==> src/sv/ssn_pkg.sv <==
// Shared types, command codes and byte constants for the seven-segment
// command stream unit. No dependencies.
package ssn_pkg;

  localparam logic [1:0] CMD_ON     = 2'd0;
  localparam logic [1:0] CMD_DIGIT  = 2'd1;
  localparam logic [1:0] CMD_NUMBER = 2'd2;

  localparam logic [7:0] BYTE_DISPLAY_ON = 8'h8F;
  localparam logic [7:0] BYTE_FIXED_ADDR = 8'h44;
  localparam logic [7:0] BYTE_ADDR_BASE  = 8'hC0;

  localparam logic [13:0] NUMBER_MAX = 14'd9999;
  localparam int unsigned BIN_W       = 14;
  localparam int unsigned BCD_W       = 16;
  // two binary bits are folded into the BCD word per conversion cycle
  localparam logic [2:0]  CONV_LAST   = 3'd6;

  typedef enum logic [1:0] {
    KIND_ON,
    KIND_DIGIT,
    KIND_NUMBER
  } kind_t;

  typedef enum logic [1:0] {
    FRONT_IDLE,
    FRONT_CONV,
    FRONT_PUSH
  } front_state_t;

  typedef struct packed {
    kind_t       kind;
    logic [3:0]  position;
    logic [3:0]  digit;
    logic [15:0] bcd;
  } entry_t;

  typedef enum logic [1:0] {
    PHASE_MODE,
    PHASE_ADDR,
    PHASE_DATA
  } phase_t;

  function automatic logic [7:0] digit_glyph(input logic [3:0] d);
    logic [7:0] code;
    case (d)
      4'd0:    code = 8'h3F;
      4'd1:    code = 8'h06;
      4'd2:    code = 8'h5B;
      4'd3:    code = 8'h4F;
      4'd4:    code = 8'h66;
      4'd5:    code = 8'h6D;
      4'd6:    code = 8'h7D;
      4'd7:    code = 8'h07;
      4'd8:    code = 8'h7F;
      4'd9:    code = 8'h6F;
      default: code = 8'h00;
    endcase
    return code;
  endfunction

endpackage

==> src/sv/ssn_ifs.sv <==
// Valid/ready channel interfaces for the command input and the byte output.
// Standalone; payload widths are fixed by the command and byte formats.
interface cmd_if;
  logic        valid;
  logic        ready;
  logic [1:0]  command;
  logic [3:0]  position;
  logic [3:0]  digit;
  logic [15:0] number;

  modport source (output valid, command, position, digit, number, input ready);
  modport sink   (input valid, command, position, digit, number, output ready);
endinterface

interface seg_if;
  logic       valid;
  logic       ready;
  logic [7:0] byte_res;
  logic       frame_start;
  logic       frame_end;
  logic       last;

  modport source (output valid, byte_res, frame_start, frame_end, last, input ready);
  modport sink   (input valid, byte_res, frame_start, frame_end, last, output ready);
endinterface

==> src/sv/ssn_front.sv <==
// Front end: accepts commands, saturates numbers and converts them to BCD.
// Depends on ssn_pkg and cmd_if; feeds ssn_queue.
module ssn_front (
  input  logic            clk,
  input  logic            rst,
  cmd_if.sink             cmd,
  input  logic            full,
  output logic            push,
  output ssn_pkg::entry_t push_entry
);
  import ssn_pkg::*;

  front_state_t       state, state_next;
  logic [BIN_W-1:0]   bin;
  logic [BCD_W-1:0]   bcd;
  logic [2:0]         step;
  logic               accept;

  function automatic logic [BCD_W-1:0] dabble_bit(input logic [BCD_W-1:0] b,
                                                  input logic in_bit);
    logic [BCD_W-1:0] a;
    a = b;
    for (int i = 0; i < 4; i++) begin
      if (a[4*i +: 4] >= 4'd5) a[4*i +: 4] = a[4*i +: 4] + 4'd3;
    end
    return {a[BCD_W-2:0], in_bit};
  endfunction

  assign accept = cmd.valid && cmd.ready;

  always_comb begin
    state_next = state;
    case (state)
      FRONT_IDLE: if (accept && cmd.command == CMD_NUMBER) state_next = FRONT_CONV;
      FRONT_CONV: if (step == CONV_LAST) state_next = FRONT_PUSH;
      FRONT_PUSH: if (!full) state_next = FRONT_IDLE;
      default:    state_next = FRONT_IDLE;
    endcase
  end

  always_comb begin
    cmd.ready           = 1'b0;
    push                = 1'b0;
    push_entry.kind     = KIND_NUMBER;
    push_entry.position = cmd.position;
    push_entry.digit    = cmd.digit;
    push_entry.bcd      = bcd;
    case (state)
      FRONT_IDLE: begin
        cmd.ready = !full;
        push      = accept && (cmd.command == CMD_ON || cmd.command == CMD_DIGIT);
        push_entry.kind = (cmd.command == CMD_ON) ? KIND_ON : KIND_DIGIT;
      end
      FRONT_PUSH: push = !full;
      default: ;
    endcase
  end

  always_ff @(posedge clk) begin
    if (rst) begin
      state <= FRONT_IDLE;
    end else begin
      state <= state_next;
    end
  end

  always_ff @(posedge clk) begin
    if (state == FRONT_IDLE) begin
      // saturate and clear the BCD word on every idle cycle
      bin  <= (cmd.number > {2'b00, NUMBER_MAX}) ? NUMBER_MAX : cmd.number[BIN_W-1:0];
      bcd  <= '0;
      step <= '0;
    end else if (state == FRONT_CONV) begin
      bcd  <= dabble_bit(dabble_bit(bcd, bin[BIN_W-1]), bin[BIN_W-2]);
      bin  <= {bin[BIN_W-3:0], 2'b00};
      step <= step + 3'd1;
    end
  end

endmodule

==> src/sv/ssn_queue.sv <==
// Small register queue between front and back end.
// Depends on ssn_pkg; Depth must be a power of two, at least 2.
module ssn_queue #(
  parameter int Depth = 2
) (
  input  logic            clk,
  input  logic            rst,
  input  logic            push,
  input  ssn_pkg::entry_t wr_entry,
  output logic            full,
  input  logic            pop,
  output logic            head_valid,
  output ssn_pkg::entry_t head
);
  import ssn_pkg::*;

  localparam int PtrW = $clog2(Depth);

  entry_t          slots [Depth];
  logic [PtrW-1:0] wr_ptr, rd_ptr;
  logic [PtrW:0]   count;

  assign full       = (count == (PtrW+1)'(Depth));
  assign head_valid = (count != '0);
  assign head       = slots[rd_ptr];

  always_ff @(posedge clk) begin
    if (push) slots[wr_ptr] <= wr_entry;
  end

  always_ff @(posedge clk) begin
    if (rst) begin
      wr_ptr <= '0;
      rd_ptr <= '0;
      count  <= '0;
    end else begin
      if (push) wr_ptr <= wr_ptr + 1'b1;
      if (pop)  rd_ptr <= rd_ptr + 1'b1;
      count <= count + (PtrW+1)'(push) - (PtrW+1)'(pop);
    end
  end

endmodule

==> src/sv/ssn_back.sv <==
// Back end: walks a queued command and emits its driver bytes through an
// output register. Depends on ssn_pkg and seg_if.
module ssn_back (
  input  logic            clk,
  input  logic            rst,
  input  logic            head_valid,
  input  ssn_pkg::entry_t head,
  output logic            pop,
  seg_if.source           seg
);
  import ssn_pkg::*;

  phase_t     phase, phase_next;
  logic [1:0] idx, idx_next;
  logic [1:0] slot;
  logic       out_valid;
  logic       advance, emit;
  logic [7:0] b_byte;
  logic       b_fs, b_fe, b_last;
  logic [3:0] b_pos, b_digit;

  assign advance = !out_valid || seg.ready;
  assign emit    = head_valid && advance;

  // number digits go thousands first to position 3, i.e. position = ~idx
  always_comb begin
    slot    = ~idx;
    b_pos   = (head.kind == KIND_DIGIT) ? head.position : {2'b00, slot};
    b_digit = (head.kind == KIND_DIGIT) ? head.digit : head.bcd[4*slot +: 4];
  end

  always_comb begin
    b_byte     = BYTE_DISPLAY_ON;
    b_fs       = 1'b1;
    b_fe       = 1'b1;
    b_last     = 1'b1;
    phase_next = phase;
    idx_next   = idx;
    if (head.kind == KIND_ON) begin
      phase_next = PHASE_MODE;
      idx_next   = '0;
    end else begin
      case (phase)
        PHASE_MODE: begin
          b_byte     = BYTE_FIXED_ADDR;
          b_last     = 1'b0;
          phase_next = PHASE_ADDR;
        end
        PHASE_ADDR: begin
          b_byte     = BYTE_ADDR_BASE | {4'h0, b_pos};
          b_fe       = 1'b0;
          b_last     = 1'b0;
          phase_next = PHASE_DATA;
        end
        default: begin
          b_byte     = digit_glyph(b_digit);
          b_fs       = 1'b0;
          b_last     = (head.kind == KIND_DIGIT) || (idx == 2'd3);
          phase_next = PHASE_MODE;
          idx_next   = b_last ? 2'd0 : idx + 2'd1;
        end
      endcase
    end
  end

  assign pop = emit && b_last;

  always_ff @(posedge clk) begin
    if (rst) begin
      phase     <= PHASE_MODE;
      idx       <= '0;
      out_valid <= 1'b0;
    end else begin
      if (emit) begin
        phase <= phase_next;
        idx   <= idx_next;
      end
      if (advance) out_valid <= head_valid;
    end
  end

  always_ff @(posedge clk) begin
    if (emit) begin
      seg.byte_res    <= b_byte;
      seg.frame_start <= b_fs;
      seg.frame_end   <= b_fe;
      seg.last        <= b_last;
    end
  end

  assign seg.valid = out_valid;

endmodule

==> src/sv/seven_segment_number_command_stream_unit.sv <==
// Top level of the seven-segment command stream unit.
// Depends on ssn_pkg, cmd_if, seg_if, ssn_front, ssn_queue and ssn_back.
//
// Usage:
//   cmd: valid/ready input, one command per beat (display on, one digit,
//        or a four-digit number). Command code 3 is taken and dropped.
//   seg: valid/ready output, one driver byte per beat with frame_start,
//        frame_end and last marks; last flags the final byte of a command.
// Order: display-on and digit commands go straight into the queue, then
//   through the back end and its output register; a number command first
//   runs a BCD conversion (two bits per cycle) before it is queued.
// Throughput: with seg.ready high the output side moves one byte per cycle;
//   a command yields 1, 3 or 12 bytes. The front end takes one display-on or
//   digit command per cycle while the queue is not full; a number keeps it
//   busy through conversion and push, so its twelve output bytes are the limit.
// The QueueDepth-entry queue lets the front end convert while the back end emits.
// Reset (rst, synchronous) empties the queue and the output register.
// When the receiver holds seg.ready low, the output register holds its byte,
//   the back end stops, the queue fills and then cmd.ready drops.
module seven_segment_number_command_stream_unit #(
  parameter int QueueDepth = 2
) (
  input  logic  clk,
  input  logic  rst,
  cmd_if.sink   cmd,
  seg_if.source seg
);
  import ssn_pkg::*;

  logic   push, full, pop, head_valid;
  entry_t push_entry, head;

  ssn_front u_front (
    .clk        (clk),
    .rst        (rst),
    .cmd        (cmd),
    .full       (full),
    .push       (push),
    .push_entry (push_entry)
  );

  ssn_queue #(.Depth(QueueDepth)) u_queue (
    .clk        (clk),
    .rst        (rst),
    .push       (push),
    .wr_entry   (push_entry),
    .full       (full),
    .pop        (pop),
    .head_valid (head_valid),
    .head       (head)
  );

  ssn_back u_back (
    .clk        (clk),
    .rst        (rst),
    .head_valid (head_valid),
    .head       (head),
    .pop        (pop),
    .seg        (seg)
  );

endmodule

==> src/flat_wrapper.sv <==
// flat-port wrapper written by rule: the top's interface ports become plain ports
module seven_segment_number_command_stream_unit_flat import ssn_pkg::*;
#(
  parameter int QueueDepth = 2
)
  (clk, rst, cmd_valid, cmd_command, cmd_position, cmd_digit, cmd_number, cmd_ready, seg_valid, seg_byte_res, seg_frame_start, seg_frame_end, seg_last, seg_ready);
  cmd_if cmd_i ();
  seg_if seg_i ();
  input  logic clk;
  input  logic rst;
  input wire logic [$bits(cmd_i.valid)-1:0] cmd_valid;
  input wire logic [$bits(cmd_i.command)-1:0] cmd_command;
  input wire logic [$bits(cmd_i.position)-1:0] cmd_position;
  input wire logic [$bits(cmd_i.digit)-1:0] cmd_digit;
  input wire logic [$bits(cmd_i.number)-1:0] cmd_number;
  output wire logic [$bits(cmd_i.ready)-1:0] cmd_ready;
  output wire logic [$bits(seg_i.valid)-1:0] seg_valid;
  output wire logic [$bits(seg_i.byte_res)-1:0] seg_byte_res;
  output wire logic [$bits(seg_i.frame_start)-1:0] seg_frame_start;
  output wire logic [$bits(seg_i.frame_end)-1:0] seg_frame_end;
  output wire logic [$bits(seg_i.last)-1:0] seg_last;
  input wire logic [$bits(seg_i.ready)-1:0] seg_ready;
  assign cmd_i.valid = cmd_valid;
  assign cmd_i.command = cmd_command;
  assign cmd_i.position = cmd_position;
  assign cmd_i.digit = cmd_digit;
  assign cmd_i.number = cmd_number;
  assign cmd_ready = cmd_i.ready;
  assign seg_valid = seg_i.valid;
  assign seg_byte_res = seg_i.byte_res;
  assign seg_frame_start = seg_i.frame_start;
  assign seg_frame_end = seg_i.frame_end;
  assign seg_last = seg_i.last;
  assign seg_i.ready = seg_ready;
  seven_segment_number_command_stream_unit #(.QueueDepth(QueueDepth)) u_core (.clk(clk), .rst(rst), .cmd(cmd_i), .seg(seg_i));
endmodule
==> config.mk <==
export PLATFORM = sky130hd
export DESIGN_NAME = seven_segment_number_command_stream_unit_flat
export DESIGN_NICKNAME = d
export VERILOG_FILES = /design/src/sv/ssn_pkg.sv /design/src/sv/ssn_ifs.sv /design/src/sv/ssn_front.sv /design/src/sv/ssn_queue.sv /design/src/sv/ssn_back.sv /design/src/sv/seven_segment_number_command_stream_unit.sv /design/src/flat_wrapper.sv
export SDC_FILE = /design/constraint.sdc
export NUM_CORES = 1
export LEC_CHECK = 0
export CORE_ASPECT_RATIO = 0.5
export CORE_MARGIN = 2
export CORE_UTILIZATION = 35
export CTS_CLUSTER_SIZE = 16
export DETAILED_ROUTE_END_ITERATION = 8
export DONT_BUFFER_PORTS = 1
export PLACE_DENSITY = 0.5
export SETUP_SLACK_MARGIN = 0.02
export SYNTH_ARGS = -nofsm -noshare
export SYNTH_HDL_FRONTEND = slang
export SYNTH_SLANG_ARGS = --single-unit
==> constraint.sdc <==
create_clock -name clk -period 4.63 [get_ports clk]
set_input_delay 1.389 -clock clk [delete_from_list [all_inputs] [get_ports clk]]
set_output_delay 1.389 -clock clk [all_outputs]
set_load 0.02 [all_outputs]
==> results_dict.tcl <==
set metrics [dict create \
    status "complete, no violations" \
    critical_path_class "flop to output port" \
    design.die.area_mm2 0.01584 \
    hold-path-endpoint "u_core.u_front.step[1]" \
    synth_top_area_share_pct 44.67 \
    start_util_pct 35.78 \
    grt_pass1_wl_mm 16.01 \
    slew_headroom_pct 37.03 \
    cts_buffer_depth 2 \
    skew_ns 0.01691 \
    crit_path_frequent_cell "nor2_1" \
    instances_no_fill 664 \
    worst_pin_slew_ns 0.9411 \
    finalSetupViolations 0 \
    final_antenna_net_count 0 \
    async_reset_ff_share_pct 0 \
    synth_compound_area_share_pct 11.80 \
    drt-wirelength-per-cell_um 14.80 \
    crit_chain "nor2_1, inv_1, nor2_1" \
    grt.overflow.total 0 \
    syn_area_mm2 0.005176 \
    grt_antenna_before_repair 0 \
    ios 43 \
    layout.nets 510 \
    fp-row-count 31 \
    netlist_top_cells_area "edfxtp_1 (45%), dfxtp_1 (12%), mux2i_1 (4.8%)" \
    cts_hold_buf 0 \
    r2r_slack_ns 1.42 \
    yosysTopAreaCell "edfxtp_1" \
    drc_errors 0 \
    synth_top_family_by_area "simple AND/OR/NAND/NOR gates" \
    synthSimpleGateAreaFrac_pct 12.62 \
    syn2layout_area_growth_pct 9.935 \
    cp.required_ns 3.24 \
    clock_latency_ns 0.35 \
    fill_cells 1407 \
    viasPerCell 4.958 \
    ir_worst_vdd_uv 156.6 \
    vias 3292 \
    clock_sinks 108 \
    numCtsBuffers 9 \
    hpwl_mm 6.987 \
    wirelength_mm 9.825 \
    finalHoldViolations 0 \
    cts-root-buf "clkbuf_16" \
    cp.arrival_ns 1.98 \
    htree_levels 3 \
    fin_util_pct 39.33 \
    period_share_pct 72.78 \
    worstSetupStartpointType "flop" \
    syn_inst 460 \
    slew_violations 0 \
    cp_max_fo 14 \
    max_stage_delay_ns 0.76 \
    fin_crit_ns 3.370 \
    p_total_uw 2063 \
    grt_setup_unrepaired "no" \
    grt_pass1_vias 3063 \
    numPortBuffers 0 \
    dpl.cell_count 648 \
    timing.fmax_mhz 296.8 \
    synth_cell_type_count 56 \
    cp-end-kind "output port" \
    grt_start_max_net_pins 24 \
    coreArea_mm2 0.01447 \
    synth-edff-count 77 \
    ctsResizeCount 0 \
    die_w_um 176.0 \
    tritoncts "yes" \
    min_from "u_core.u_front.step[1]" \
    cts.clk_slew.worst_paths_ns 0.07 \
    drive_above_1_share_pct 8.369 \
    drtIter0Drc 155 \
    syn_nets 509 \
    synth-xor-area-share_pct 2.030 \
    place.gp.congestion 0.7913 \
    cts_setup_buffers 0 \
    min_path_type "flop to flop" \
    synth-main-ff-cell "edfxtp_1" \
    synth_fa_ha_area_share_pct 4.593 \
    powerDensity_mw_per_mm2 362.6 \
    avgSynthCellArea_um2 11.25 \
    leakage_uw 0.001960 \
    setup_tns_ns 0 \
    r2r-end "u_core.u_back.seg.byte_res[3]" \
    critical_path.slowest_cell "nor2_1" \
    dr.pass1.iters 4 \
    synth-seq-cells 108 \
    rr_worst_depth 9 \
    antenna_cells 0 \
    maxCapViolations 0 \
    track_usage_pct 12.84 \
    synth_mux_area_share_pct 8.799 \
    die-height_um 89.99 \
    yosys_warnings 0 \
    synth-seq-area-share_pct 56.66 \
    whs_path_depth 2 \
]
[cell families after synthesis]
logic type,count (synthesis)
compound gates,99
buf+inv,43
fa+ha+maj,19
mux,38
flops,108
simple gates,141
xor+xnor,12
[worst max-delay path by stage]
| stage | start | endpoint | slack, ns | depth (start not counted) |
|---|---|---|---|---|
| final | u_core.u_front.state[0] | cmd_ready | 1.26 | 3 |
| after floorplan | seg_ready | u_core.u_queue.count[1] | 1.34 | 11 |
| after CTS | u_core.u_front.state[0] | cmd_ready | 1.25 | 3 |
| after global placement | seg_ready | u_core.u_queue.count[1] | 1.04 | 11 |
| after global routing | u_core.u_front.state[0] | cmd_ready | 1.07 | 3 |
| after detailed placement | seg_ready | u_core.u_queue.count[1] | 1.01 | 11 |
[layout make-up]
cell class,count,area [µm²],share of cell area [%]
clock inverters,6,53.80,0.9455
clock buffers,10,239.0,4.200
multi-input cells,309,2067,36.32
well taps,198,247.7,4.354
repair buffers,7,52.55,0.9235
flip-flops and latches,108,2933,51.54
inverters,26,97.59,1.715
[per-layer routing]
metal	GRT usage, %	part of all wire (%)
met2	18.77	42
met5	0	0
met4	2.617	0.74
met3	3.553	4.0
met1	19.00	54
[critical path: cells and delay by family (launching register included)]
family        cells  cell delay (ns)
simple gates      2             1.10
flops             1             0.40
buf+inv           1             0.13
[cells in the mapped netlist (all sizes together) (2+ instances only)]
library cell and number:
nand4 2, nor3b 8, nor4 4, nand2b 7, mux2 7, clkbuf 11, mux2i 26, a22oi 2
a21oi 24, o211ai 4, nor2 40, dfxtp 31, o22ai 5, a211o 4, edfxtp 77, ha 19
buf 6, mux4 5, or3 4, nand2 52, o32ai 2, a32oi 2, xnor2 11, a21o 3
nor3 4, a22o 3, a211oi 2, inv 25, nor2b 5, and2 2, o21ai 38, nand3 8
[where the power goes]
group | internal, µW | switching [µW]
Combinational | 67.4 | 104
Sequential | 1090 | 46.4
Clock | 390 | 362
Total | 1550 | 513
[cells in the final DEF (no fill, tap or decap), types with 5 or more instances in the layout]
cell / synthesis / final
o22ai_1: 5 / 5
buf_4: 1 / 7
nor2b_1: 5 / 5
o21ai_0: 37 / 37
inv_1: 25 / 25
nor3b_1: 8 / 8
nand2b_1: 7 / 7
dfxtp_1: 31 / 31
clkbuf_16: 0 / 9
xnor2_1: 11 / 11
nor2_1: 40 / 38
edfxtp_1: 77 / 77
mux4_2: 5 / 5
mux2i_1: 25 / 25
nand3_1: 8 / 8
a21oi_1: 24 / 24
ha_1: 19 / 19
nand2_1: 52 / 52
mux2_2: 7 / 7
[stage by stage]
step / hold slack [ns] / setup WS, ns / instance area [µm²]
floorplan: 0.4256 / 1.338 / 5176
global placement: 0.4776 / 1.045 / 5398
detailed placement: 0.4790 / 1.011 / 5398
CTS: 0.4925 / 1.249 / 5690
global route: 0.5148 / 1.066 / 5690
finish: 0.4888 / 1.260 / 5690
[state kept, by name, summed over array words and instances, names as in the netlist, named ones only]
name                           cells
u_core.u_queue.slots              52
u_core.u_queue.count               2
u_core.u_front.bcd                16
u_core.u_front.state               2
u_core.u_front.step                3
u_core.u_queue.rd_ptr              1
u_core.u_queue.wr_ptr              1
u_core.u_back.seg.frame_end        1
u_core.u_back.seg.byte_res         8
u_core.u_back.seg.frame_start      1
u_core.u_front.bin                14
u_core.u_back.seg.last             1
u_core.u_back.phase                2
u_core.u_back.seg.valid            1
u_core.u_back.idx                  2
Power figures use the tool's default switching activity.
